**config.mk**
```make
export PLATFORM = sky130hd
export DESIGN_NAME = tst_ram
export DESIGN_NICKNAME = d
export VERILOG_FILES = /design/src/rtl/tst_ram.sv
export SDC_FILE = /design/constraint.sdc
export NUM_CORES = 1
export LEC_CHECK = 0
export ABC_AREA = 1
export BUFFER_PORTS_ARGS = -buffer_cell sky130_fd_sc_hd__buf_2
export CORE_ASPECT_RATIO = 1.25
export CORE_MARGIN = 3
export CORE_UTILIZATION = 50
export DETAILED_ROUTE_END_ITERATION = 16
export PLACE_DENSITY = 0.66
export SLEW_MARGIN = 20
export SYNTH_ARGS = -nofsm -noshare
export SYNTH_HDL_FRONTEND = slang
export SYNTH_SLANG_ARGS = --single-unit
export TNS_END_PERCENT = 1
```
**constraint.sdc**
```tcl
create_clock -name clock -period 4.85 [get_ports clock]
set_clock_uncertainty 0.1 [all_clocks]
set_input_delay 0.2425 -clock clock [delete_from_list [all_inputs] [get_ports clock]]
set_output_delay 0.2425 -clock clock [all_outputs]
set_load 0.01 [all_outputs]
```
**src/rtl/tst_ram.sv**
```systemverilog
// ---------------------------------------------------------------------------
// tst_ram: generic single-port-write ram with registered read
// one write and one read address per cycle, no reset on contents
// ---------------------------------------------------------------------------
module tst_ram #(
   parameter int WIDTH = 8,
   parameter int DEPTH = 64
) (
   input  logic                     clock,
   input  logic                     wr_en,
   input  logic [$clog2(DEPTH)-1:0] wr_addr,
   input  logic [WIDTH-1:0]         wr_data,
   input  logic [$clog2(DEPTH)-1:0] rd_addr,
   output logic [WIDTH-1:0]         rd_data
);

   logic [WIDTH-1:0] mem_ff [DEPTH];
   logic [WIDTH-1:0] rd_data_ff;

   always_ff @(posedge clock) begin
      if (wr_en) begin
         mem_ff[wr_addr] <= wr_data;
      end
      rd_data_ff <= mem_ff[rd_addr];
   end

   assign rd_data = rd_data_ff;

endmodule

```
==> out/results.ini <==
[run_status]
status=completed

[die]
chipWidth_um=191
start_util=0.506
rows=84
core_area_mm2=0.0421
boundaryPins=30
die_h_um=237
dieArea_mm2=0.0452

[logic_synthesis]
synth_top_area_frac=0.720
ys_top_cells_by_count=nand2_1 (648), edfxtp_1 (512), nand3_1 (439)
synth_area_per_cell_um2=11.8
synth.distinct_cells=16
synthArstFlopShare=0
synthFlopType=edfxtp_1
postSynthCellCount=1805
yosysTopAreaCell=edfxtp_1
ys_seq_area_frac=0.728
yosys-top-cells-area=edfxtp_1 (72%), nand2_1 (11%), nand3_1 (10%)
yosysWarnings=0
synth_edf_count=512
netlist_area_mm2=0.0213
synth_fp_nets=1827
ys_seq_elements=520
synth_most_common_cell=nand2_1

[drt]
vias=13600
wl_per_cell_um=21.1
drt_iter0_drc=1406
totalWireLength_um=50400
vias_per_cell=5.67
drt_pass1_iterations=6
drc_errors=0
drt.antenna.violating_nets=0

[worst_setup_path]
cp-start-kind=input port
criticalPathCategory=input port to flip-flop
end_kind=flip-flop
cp.required_ns=5.24
critPathArrivalTime_ns=2.87
path_max_fanout=114

[timing]
fmax_mhz=404
hold_violations=0
worst_pin_slew_ns=0.998
relSlewSlack=0.335
worst_hold_slack_ns=0.0995
post-route-min-period_ns=2.47
fin_setup_tns_ns=0
maxSlewViolCount=0
period_share=0.510
rsz0062_at_grt=false
setup_viol=0

[job]
cap_violations=0

[final_layout]
nFillCells=3467
final_nets=1819
stdcell_count=2396
drive_above_1_share=0.0670
syn2layout_area_growth_pct=8.50

[clock_tree]
insertion_delay_ns=0.56
cts_root_buffer=clkbuf_16
post_cts_buffers=0
cts.sinks=520
cts_max_level=2
path_clk_slew_ns=0.06
cts_max_path_buffers=3
cts_tree=yes
cts_buffers=48
cts_resized=0

[global_route]
gr-usage-all-layers=0.223
grt_max_degree=168
antenna_found_initial=2
first_global_vias=13300
grt_pass1_wl_um=77300
overflow=0

[hold_path]
hp-class=input port to flip-flop

[placement]
placed_cells=2305
port_buffers=29
routabilityCongestion=0.819
place_hpwl_um=28100

[power_and_ir_drop]
p_leak_nw=8.26
irDropWorstVdd_v=0.000216
powerDensity_mw_per_mm2=399

-- where the power goes --
group	internal [mW]	switching [mW]
clock network	2.12	1.57
logic	0.134	0.419
registers	4.97	0.0160
total	7.23	2.00
-- state kept, by name, indices dropped and copies added (netlist names) --
signal / flops
mem_ff: 512
rd_data: 8
-- layout by cell type (no fill, tap or decap) --
cell,instances
clkinv_1,11
nand2_1,648
inv_1,8
inv_2,2
inv_6,2
edfxtp_1,512
nand3_1,439
bufinv_16,5
nor4_1,8
clkinv_2,9
buf_4,23
nand4_1,9
clkbuf_1,12
inv_4,1
buf_2,27
clkbuf_16,49
diode_2,2
buf_12,3
dlygate4sd3_1,1
clkbuf_8,1
clkinvlp_4,1
nor2_1,56
dfxtp_1,8
-- what timing repair did --
action | in CTS | in global routing
hold buffers | 1 | 0
endpoints found under the hold margin | 2 | 0
setup endpoints to repair | 0 | 0
-- layer usage --
metal / track usage / wire length (um)
met2: 0.367 / 24600
met1: 0.302 / 20500
met4: 0.0756 / 1630
met5: 0 / 7
met3: 0.0410 / 3790
-- layout make-up --
type	instances	area (um^2)	share of cell area
clock buffers	61	1270	0.0549
diodes	2	5.00	0.000216
multi-input cells	1160	4950	0.214
inverters	12	52.6	0.00227
clock inverters	27	253	0.0109
repair buffers	55	392	0.0169
well taps	559	699	0.0302
flip-flops and latches	520	15500	0.671
-- worst paths after layout --
path              cells after the start    endpoint     startpoint  slack, ns
hold / removal                        4  rd_data[7]     rd_addr[4]        0.1
hold reg to reg                       8  rd_data[2]  mem_ff[20][2]       0.73
setup / recovery                     11  rd_data[1]     rd_addr[0]       2.38
setup reg to reg                      8  rd_data[1]  mem_ff[48][1]       3.33
-- logic make-up (layout without fill, tap and decap cells) --
| family | Yosys count | after routing | synth area share |
|---|---|---|---|
| buffers and inverters | 125 | 155 | 0.0402 |
| flip-flops | 520 | 520 | 0.728 |
| other | 0 | 2 | 0 |
| AND/OR/NAND/NOR | 1160 | 1160 | 0.232 |
-- worst max-delay path, stage by stage --
cell and delay (ns):
clkbuf_8 0.31, inv_6 0.79, buf_4 0.55, nand2_1 0.10, nand3_1 0.09, nand3_1 0.16, nand2_1 0.15, nand2_1 0.06
nand3_1 0.10, nand3_1 0.09, nand2_1 0.08
-- through the flow --
step / cell area (um^2) / utilization / worst slack [ns] / total power, mW
floorplan: 21300 / - / 2.74 / 5.43
global placement: 21600 / 0.513 / 1.90 / 5.62
detailed placement: 21600 / 0.513 / 1.86 / 5.63
CTS: 23100 / 0.549 / 2.43 / 9.27
global route: 23100 / 0.549 / 2.15 / 9.52
finish: 23200 / 0.549 / 2.38 / 9.23
(Power assumes the default switching activity.)
